==> config.mk <==
export PLATFORM = sky130hd
export DESIGN_NAME = pgref_count_unit
export DESIGN_NICKNAME = d
export VERILOG_FILES = /design/src/pgref_pkg.sv /design/src/pgref_count_unit.sv
export SDC_FILE = /design/constraint.sdc
export NUM_CORES = 1
export LEC_CHECK = 0
export BUFFER_PORTS_ARGS = -buffer_cell sky130_fd_sc_hd__buf_2
export CAP_MARGIN = 20
export CORE_ASPECT_RATIO = 0.9
export CORE_UTILIZATION = 55
export DETAILED_ROUTE_END_ITERATION = 12
export PLACE_DENSITY = 0.84
export REMOVE_ABC_BUFFERS = 1
export SETUP_SLACK_MARGIN = 0.3
export SLEW_MARGIN = 10
export SYNTH_ARGS = -nofsm -noshare
export SYNTH_HDL_FRONTEND = slang
export SYNTH_SLANG_ARGS = --single-unit
==> constraint.sdc <==
create_clock -name vclk -period 6.9
set_input_delay 0.345 -clock vclk [all_inputs]
set_output_delay 0.345 -clock vclk [all_outputs]
set_load 0.03 [all_outputs]
==> src/pgref_pkg.sv <==
// ----------------------------------------------------------------------------
// Page allocator package
// Shared field widths, request and status codes, and the result record of
// the count update unit.
// ----------------------------------------------------------------------------
package pgref_pkg;

   localparam int TYPE_W   = 3;
   localparam int PAGE_W   = 16;
   localparam int STATUS_W = 3;
   localparam int GRANT_W  = 15;
   localparam int COUNT_W  = 16;
   localparam int FIRST_W  = 15;

   typedef logic [TYPE_W-1:0]   req_code_type;
   typedef logic [STATUS_W-1:0] status_type;
   typedef logic [COUNT_W-1:0]  count_type;

   // Request codes.
   localparam req_code_type REQ_ALLOC = 3'd0;
   localparam req_code_type REQ_FREE  = 3'd1;
   localparam req_code_type REQ_ADD   = 3'd2;
   localparam req_code_type REQ_READ  = 3'd3;
   localparam req_code_type REQ_INIT  = 3'd4;

   // Status codes.
   localparam status_type ST_OK       = 3'd0;
   localparam status_type ST_RANGE    = 3'd1;
   localparam status_type ST_BADCOUNT = 3'd2;
   localparam status_type ST_NOMEM    = 3'd3;
   localparam status_type ST_OVERFLOW = 3'd4;

   localparam count_type COUNT_MAX = 16'hFFFF;

   // Outcome of one count update.
   typedef struct packed {
      status_type status;
      count_type  count;
      logic       wr_en;
      logic       push;
      logic       pop;
   } cnt_res_type;

endpackage

==> src/pgref_count_unit.sv <==
// ----------------------------------------------------------------------------
// Count update unit
// The single increment/decrement adder and its checks, shared by the alloc,
// free, add_ref and read_count requests; init clears counts without it.
// ----------------------------------------------------------------------------
module pgref_count_unit (
   input  pgref_pkg::req_code_type op,
   input  pgref_pkg::count_type    count_in,
   output pgref_pkg::cnt_res_type  res
);

   pgref_pkg::count_type addend;
   pgref_pkg::count_type sum;
   logic                 is_zero;
   logic                 is_max;

   // One adder: minus one for a free, plus one otherwise.
   assign addend  = (op == pgref_pkg::REQ_FREE) ? '1 : pgref_pkg::COUNT_W'(1);
   assign sum     = count_in + addend;
   assign is_zero = (count_in == '0);
   assign is_max  = (count_in == pgref_pkg::COUNT_MAX);

   // Status and write decision per request type.
   always_comb begin
      res.status = pgref_pkg::ST_OK;
      res.count  = '0;
      res.wr_en  = 1'b0;
      res.push   = 1'b0;
      res.pop    = 1'b0;
      unique case (op)
         pgref_pkg::REQ_ALLOC: begin
            if (!is_zero) begin
               res.status = pgref_pkg::ST_BADCOUNT;
               res.count  = count_in;
            end else begin
               res.count = sum;
               res.wr_en = 1'b1;
               res.pop   = 1'b1;
            end
         end
         pgref_pkg::REQ_FREE: begin
            if (is_zero) begin
               res.status = pgref_pkg::ST_BADCOUNT;
            end else begin
               res.count = sum;
               res.wr_en = 1'b1;
               res.push  = (sum == '0);
            end
         end
         pgref_pkg::REQ_ADD: begin
            if (is_zero) begin
               res.status = pgref_pkg::ST_BADCOUNT;
            end else if (is_max) begin
               res.status = pgref_pkg::ST_OVERFLOW;
               res.count  = pgref_pkg::COUNT_MAX;
            end else begin
               res.count = sum;
               res.wr_en = 1'b1;
            end
         end
         pgref_pkg::REQ_READ: begin
            if (is_zero) begin
               res.status = pgref_pkg::ST_BADCOUNT;
            end else begin
               res.count = count_in;
            end
         end
         default: begin
            res.status = pgref_pkg::ST_OK;
         end
      endcase
   end

endmodule

==> results.py, run 1 <==
metrics = {
    "run_status": {
        "status": "completed",
    },
    "cells_and_area": {
        "diodes": 0,
        "clkbuf_count": 0,
        "finalNetCount": 239,
        "fillers": 166,
        "area_growth_pct": 18.1,
        "nFlopsAndLatches": 0,
        "fin_cells": 225,
        "drive_above_1_share_pct": 27.5,
        "seqCellArea_um2": 0,
        "multi_input_area_um2": 1190,
    },
    "critical_path": {
        "cp-startpoint": "op[2]",
        "worstPathArrival_ps": 3720,
        "timing.critical_path.to": "res[1]",
        "start_kind": "input pin",
        "path_class": "in -> out",
        "crit_required_ps": 6550,
        "endpoint_kind": "output pin",
        "path_max_fanout": 17,
    },
    "synth": {
        "avgSynthCellArea_um2": 7.43,
        "synth.most_common_cell": "nor2_1",
        "ys_top_cells_by_area": "ha_1 17%, a221o_1 8.9%, xor2_1 6.4%",
        "yosys.area.top_type": "ha_1",
        "synth_cell_types": 50,
        "synth_cells": 166,
        "ys_warn_count": 0,
        "synthesis.area_um2": 1230,
        "synth_top_area_share_pct": 17.2,
        "synth-seq-area-share_pct": 0,
        "synthTopCellsByCount": "18 x nor2_1, 17 x ha_1, 11 x a221o_1",
    },
    "clock_tree": {
        "cts-resized-gates": 0,
        "cts-hold-fix-buffers": 0,
        "cts_setup_buffers": 0,
    },
    "global_routing": {
        "antenna_found_initial": 0,
        "grt-ovfl-total": 0,
        "grt_pass1_wl_um": 6140,
        "grt_start_max_net_pins": 18,
        "first_global_vias": 1394,
        "grtUsageTotal_pct": 32.8,
    },
    "timing": {
        "worst_pin_slew_ps": 1070,
        "setup_viol": 0,
        "drv_slew": 0,
        "max_freq_ghz": 0.246,
        "fin_setup_tns_ps": 0,
        "relSlewSlack_pct": 28.7,
        "grt_setup_unrepaired": "false",
        "finalCriticalPeriod_ps": 4060,
        "hold_viol_final": 0,
        "hold_slack_ps": 1120,
        "fin_crit_sh_pct": 58.9,
    },
    "detailed_routing": {
        "wire_per_inst_um": 16.9,
        "ant_nets": 0,
        "num_vias": 1571,
        "drt_first_pass_iters": 4,
        "drtIter0Drc": 51,
        "routed_via_density": 6.98,
        "detail_route.drc_violations": 0,
        "wl_um": 3800,
    },
    "power_and_ir_drop": {
        "share_seq_of_total_power_pct": 0,
        "powerDensity_nw_per_um2": 87.8,
        "p_switching_mw": 0.0811,
        "peakVddDrop_mv": 0.0527,
        "swShare_pct": 63.4,
        "clockPowerShare_pct": 0,
        "share_comb_of_total_power_pct": 100.0,
        "p_int_mw": 0.0467,
        "power.leakage_nw": 0.709,
    },
    "floorplanning": {
        "io_pins": 41,
        "start_util_pct": 61.4,
        "rows": 15,
        "core_region_area_um2": 2010,
        "die_x_um": 51.9,
        "die_y_um": 46.9,
        "die-area_um2": 2440,
    },
    "placed_design": {
        "dp.cells": 225,
        "gp_congestion": 0.932,
        "io_buffers": 40,
        "dp_hpwl_um": 3020,
    },
    "hold_path": {
        "worstHoldPathType": "in -> out",
    },
    "run": {
        "drv_cap": 0,
    },
}
-- metal layers --
| layer | global-route usage [%] | share of wire (%) | up-vias |
|---|---|---|---|
| li1 | - | - | 733 |
| met1 | 41.6 | 43 | 736 |
| met2 | 58.7 | 46 | 92 |
| met3 | 4.53 | 9.7 | 10 |
| met4 | 9.19 | 1.6 | 0 |
| met5 | 0 | 0 | - |
-- worst max-delay path, stage by stage --
cell,delay (ps)
buf_2,180
nor3b_2,190
buf_4,260
ha_1,330
a21oi_2,170
nor2b_2,80
or4_4,480
a2111o_1,410
or4_1,410
a2111o_1,440
nor4_2,200
buf_2,230
-- cell type report --
class | instances | share of cell area (%)
Tap cell | 25 | 2.15
Timing Repair Buffer | 42 | 14.8
Inverter | 6 | 1.55
Multi-Input combinational cell | 152 | 81.5
-- power by group through the flow --
stage	Combinational (mW)	Sequential (mW)	Clock (mW)
after floorplan	0.0895	0	0
final	0.128	0	0
after global routing	0.138	0	0
after CTS	0.126	0	0
after global placement	0.121	0	0
after detailed placement	0.126	0	0
-- stage by stage --
| step | area, um^2 | power, mW | util, % | setup WS [ps] |
|---|---|---|---|---|
| global placement | 1460 | 0.121 | 72.5 | 2930 |
| floorplan | 1200 | 0.0895 | - | 2060 |
| CTS | 1460 | 0.126 | 72.5 | 2860 |
| global route | 1460 | 0.138 | 72.5 | 2710 |
| finish | 1460 | 0.128 | 72.5 | 2840 |
| detailed placement | 1460 | 0.126 | 72.5 | 2870 |
-- how the worst min path moves through the flow --
stage | start | to | slack [ps] | cells after the start
2_1_floorplan | op[2] | res[2] | 800 | 1
3_3_place_gp | op[2] | res[2] | 1110 | 3
3_5_place_dp | count_in[14] | res[17] | 1120 | 3
4_1_cts | count_in[14] | res[17] | 1120 | 3
5_1_grt | count_in[11] | res[14] | 1150 | 3
6_report | count_in[14] | res[17] | 1120 | 3
-- layout by cell type, fill, tap and decap left out, types with 2 or more instances in the layout --
master	count
buf_2	40
nor2_1	18
ha_1	17
a221o_1	11
xor2_1	9
nand2_1	8
a21oi_1	8
nor4_1	6
nand4_1	6
inv_1	6
nand3_1	5
xnor2_1	5
a21o_1	4
o21ai_0	4
a221oi_1	4
o21bai_1	4
o31ai_1	3
nor3_1	3
and3_1	2
a31oi_1	2
a211oi_1	2
a21boi_0	2
mux2i_1	2
a2111o_1	2
buf_4	2
-- kinds of logic (layout without fill, tap and decap cells) --
kind of cell             Yosys count  in the layout  share of synthesized area [%]
adder cells (fa/ha/maj)           18             18                           18.9
AO/OA/AOI/OAI                     54             54                           36.0
buffers and inverters             14             48                           4.66
multiplexers                       3              3                           2.54
other                              1              1                          0.304
XOR/XNOR                          14             14                           9.94
AND/OR/NAND/NOR                   62             62                           27.7
Note: power is estimated with default switching activity, not from simulation.
==> inputs of run 2 (changes only) <==
CORE_UTILIZATION = 54   (was 55)
PLACE_DENSITY = 0.83   (was 0.84)
clock period = 3.8 ns   (was 6.9 ns; I/O delays follow)
==> run 2 against run 1 <==
Compared with the run above:
- cell count up 6.7%
- final area increased by 13%
- non-clock buffer count rose by 13
- total power rose by 100%
- first-iteration DRC count is 16% higher
- sequential cell count unchanged
- critical endpoint unchanged
==> results.py, run 2 (same netlist as run 1, synthesis figures left out) <==
metrics = {
    "run_status": {
        "status": "completed",
    },
    "timing": {
        "finalCriticalPeriod_ps": 3370,
        "hold_viol_final": 0,
        "relSlewSlack_pct": 27.9,
        "worst_pin_slew_ps": 1080,
        "fin_setup_tns_ps": 0,
        "grt_setup_unrepaired": "false",
        "drv_slew": 0,
        "max_freq_ghz": 0.297,
        "setup_viol": 0,
        "fin_crit_sh_pct": 88.7,
    },
    "placed_design": {
        "io_buffers": 40,
        "dp_hpwl_um": 3060,
        "gp_congestion": 0.884,
    },
    "power_and_ir_drop": {
        "p_int_mw": 0.101,
        "p_total_mw": 0.257,
        "powerDensity_nw_per_um2": 156,
        "share_seq_of_total_power_pct": 0,
        "peakVddDrop_mv": 0.100,
        "clockPowerShare_pct": 0,
        "p_switching_mw": 0.156,
        "swShare_pct": 60.8,
        "share_comb_of_total_power_pct": 100.0,
        "power.leakage_nw": 0.785,
    },
    "floorplanning": {
        "die-area_um2": 2480,
        "io_pins": 41,
        "start_util_pct": 57.1,
        "core_region_area_um2": 2160,
        "die_x_um": 52.4,
        "die_y_um": 47.3,
        "rows": 16,
    },
    "global_routing": {
        "grt_pass1_wl_um": 6080,
        "grt_start_max_net_pins": 17,
        "antenna_found_initial": 0,
        "grtUsageTotal_pct": 32.1,
        "first_global_vias": 1345,
        "grt-ovfl-total": 0,
    },
    "detailed_routing": {
        "ant_nets": 0,
        "drt_first_pass_iters": 5,
        "drtIter0Drc": 59,
        "wire_per_inst_um": 17.8,
        "routed_via_density": 6.75,
        "detail_route.drc_violations": 0,
        "wl_um": 4280,
        "num_vias": 1621,
    },
    "critical_path": {
        "worstPathArrival_ps": 3180,
        "path_class": "in -> out",
        "path_max_fanout": 8,
        "endpoint_kind": "output pin",
        "crit_required_ps": 3610,
        "start_kind": "input pin",
    },
    "cells_and_area": {
        "seqCellArea_um2": 0,
        "nFlopsAndLatches": 0,
        "final_cell_mix": "37 x buf_2, 18 x nor2_1, 15 x ha_1, 15 x buf_4, 11 x a221o_1",
        "finalNetCount": 252,
        "diodes": 0,
        "final_common_cell": "buf_2",
        "area_growth_pct": 33.4,
        "clkbuf_count": 0,
        "drive_above_1_share_pct": 35.7,
    },
    "run": {
        "drv_cap": 0,
    },
    "clock_tree": {
        "cts-hold-fix-buffers": 0,
    },
    "hold_path": {
        "worstHoldPathType": "in -> out",
    },
}
## run 2: cell types whose count changed in the layout (fill, tap and decap cells not counted), moves of 2 or more
cell and delta:
buf_4 +13, buf_2 -3, a21oi_2 +3, ha_1 -2, buf_12 +2, a21oi_1 -3, ha_4 +2
## run 2: metal layers
layer  GRT usage (%)  up-vias  share of wire [%]
met5               0        -                  0
met2            58.0       83                 51
met3            2.59        4                6.5
li1                -      760                  -
met1            42.9      774                 42
met4            4.21        0               0.75
## run 2: what timing repair did
item	CTS	global route
setup buffers	2	5
endpoints found under the setup margin	1	1
pin swaps	1	8
gates resized for setup	7	8
## run 2: final cells by class
cell class	instances	area, um^2
fillers	160	517
multi-input cells	152	1240
repair buffers	55	345
well taps	27	33.8
inverters	6	22.5
## run 2: worst paths after layout
| path | slack, ps | end | from | cells past startpoint |
|---|---|---|---|---|
| worst min-delay path | 830 | res[13] | count_in[10] | 3 |
| worst max-delay path | 430 | res[1] | op[1] | 14 |
## run 2: power by group through the flow
stage,clock [mW],combinational (mW),sequential [mW]
6_report,0,0.257,0
5_1_grt,0,0.277,0
4_1_cts,0,0.241,0
3_5_place_dp,0,0.231,0
3_3_place_gp,0,0.224,0
2_1_floorplan,0,0.163,0
## run 2: critical path, stage by stage
cell and delay [ps]:
clkbuf_4 160, nor3b_4 230, buf_12 160, buf_12 120, ha_1 230, buf_4 160, a21oi_2 130, nand2_1 60
or4_2 560, a311oi_2 320, o31ai_2 100, a2111o_1 390, nor4_2 150, buf_4 200
## run 2: through the flow
step	hold WS (ps)	setup WS (ps)	area, um^2	std cells	util [%]
finish	827	430	1650	240	76.1
floorplan	490	-727	1200	158	-
global placement	810	117	1500	233	69.6
global route	858	292	1650	240	76.1
detailed placement	821	-32.2	1500	233	69.6
CTS	822	304	1580	235	72.9
==> inputs of run 3 (changes only) <==
ABC_AREA = 1   (was not set)
CORE_UTILIZATION = 55   (was 54)
PLACE_DENSITY = 0.8   (was 0.83)
TNS_END_PERCENT = 1   (was not set)
==> run 3 against run 2 <==
Compared with the run above:
- final area increased by 14%
- total power down 5.3%
- sequential cell count stayed put
- area after synthesis grew 35%
- critical endpoint unchanged
- count of clock-buffer cells in the layout unchanged
- via count grew 27%
- worst setup slack better by 470 ps
- highest routed layer is now met3
- synthesized cell count rose by 96%
- combinational power decreased by 5%
- cell count increased by 67%
- non-clock buffer count decreased by 15
==> results.py, run 3 <==
metrics = {
    "detailed_routing": {
        "ant_nets": 0,
        "wire_per_inst_um": 11.2,
        "num_vias": 2066,
        "detail_route.drc_violations": 0,
        "drt_first_pass_iters": 4,
        "drtIter0Drc": 148,
        "routed_via_density": 5.15,
        "wl_um": 4500,
    },
    "timing": {
        "relSlewSlack_pct": 55.1,
        "fin_crit_sh_pct": 76.2,
        "drv_slew": 0,
        "fin_setup_tns_ps": 0,
        "grt_setup_unrepaired": "false",
        "worst_pin_slew_ps": 672,
        "max_freq_ghz": 0.345,
        "setup_viol": 0,
        "hold_slack_ps": 720,
        "worst_slack_ps": 903,
        "finalCriticalPeriod_ps": 2900,
        "hold_viol_final": 0,
    },
    "critical_path": {
        "crit_required_ps": 3610,
        "cp_num_buf_inv": 4,
        "path_class": "in -> out",
        "worstPathArrival_ps": 2710,
        "critPathMaxStageDelay_ps": 510,
        "cp_slowest_cell": "inv_1",
        "critPathTopFamily": "simple AND/OR/NAND/NOR gates",
        "worstPathCellList": "buf_2 -> inv_2 -> nand3_1 -> inv_1 -> ha_1 -> or2_4 -> nand2_2 -> nand2_2 -> nand2_2 -> nand2_1 -> nor2_1 -> nand2_1 -> nor2_1 -> nand2_1 -> nor3_2 -> buf_2",
        "path_max_fanout": 18,
        "endpoint_kind": "output pin",
        "start_kind": "input pin",
    },
    "power_and_ir_drop": {
        "peakVddDrop_mv": 0.0815,
        "powerDensity_nw_per_um2": 129,
        "p_total_mw": 0.244,
        "power.leakage_nw": 1.21,
    },
    "cells_and_area": {
        "final_common_cell": "nand2_1",
        "seqCellArea_um2": 0,
        "area_growth_pct": 13.0,
        "finalNetCount": 400,
        "fin_cells": 401,
        "diodes": 0,
        "fin_util_pct": 66.8,
        "drive_above_1_share_pct": 19.7,
        "nFlopsAndLatches": 0,
        "fin_area_um2": 1880,
        "clkbuf_count": 0,
        "final_cell_mix": "126 x nand2_1, 53 x inv_1, 40 x buf_2",
    },
    "clock_tree": {
        "cts_setup_buffers": 0,
        "cts-hold-fix-buffers": 0,
        "cts-resized-gates": 0,
    },
    "synth": {
        "synth.most_common_cell": "nand2_1",
        "synthTopCellsByCount": "126 x nand2_1, 53 x inv_1, 26 x nor2_1",
        "synthesis.area_um2": 1660,
        "synth_cells": 325,
        "yosys.area.top_type": "nand2_1",
        "synth_cell_types": 30,
        "avgSynthCellArea_um2": 5.12,
        "synth_top_area_share_pct": 28.4,
        "ys_warn_count": 0,
        "ys_top_cells_by_area": "nand2_1 28%, ha_1 13%, inv_1 12%",
        "synth-seq-area-share_pct": 0,
    },
    "floorplanning": {
        "die_x_um": 60.0,
        "core_region_area_um2": 2820,
        "die-area_um2": 3250,
        "start_util_pct": 59.1,
        "rows": 18,
        "die_y_um": 54.2,
        "io_pins": 41,
    },
    "global_routing": {
        "grtUsageTotal_pct": 29.2,
        "grt_most_used_layer": "met2",
        "first_global_vias": 1690,
        "antenna_found_initial": 0,
        "grt-ovfl-total": 0,
        "grtUsageMet2_pct": 53.3,
        "gr-usage-met1_pct": 40.6,
        "grt_pass1_wl_um": 7330,
        "use_met3_pct": 0,
        "grt_start_max_net_pins": 19,
    },
    "placed_design": {
        "dp.cells": 401,
        "gp_congestion": 0.919,
        "io_buffers": 40,
        "place_area_um2": 1880,
        "dp_hpwl_um": 3750,
        "place_ws_ps": 940,
    },
    "hold_path": {
        "worstHoldPathType": "in -> out",
    },
    "run_status": {
        "status": "completed",
    },
    "run": {
        "drv_cap": 0,
    },
}
[run 3: kinds of logic (layout without fill, tap and decap cells)]
| logic type | count (synthesis) | after routing | share of synthesized area [%] |
|---|---|---|---|
| AOI/OAI and AO/OA | 15 | 15 | 5.79 |
| xor gates and xnor gates | 2 | 2 | 1.05 |
| adders and majority gates | 18 | 18 | 14.0 |
| buffers and inverters | 60 | 96 | 14.7 |
| other | 1 | 1 | 0.225 |
| and+or+nand+nor | 229 | 229 | 64.2 |
[run 3: layer usage]
layer | wire [um] | part of all wire, % | vias to the layer above
met1 | 2110 | 47 | 901
met3 | 297 | 6.6 | 0
li1 | - | - | 1100
met4 | 0 | 0 | 0
met2 | 2100 | 47 | 65
met5 | 0 | 0 | -
[run 3: where the power goes]
group,internal (mW),switching [mW]
logic,0.0781,0.165
registers,0,0
clock network,0,0
[run 3: cell type report]
cell class | count | area (um^2)
multi-input combinational | 265 | 1420
fill | 281 | 935
inverter | 56 | 211
timing repair buffer | 40 | 200
tap | 40 | 50.0
[run 3: path summary, 6_finish.rpt]
check	slack, ps	depth (start not counted)	end	start
worst max-delay path	900	16	res[1]	op[2]
worst min-delay path	720	3	res[6]	op[2]
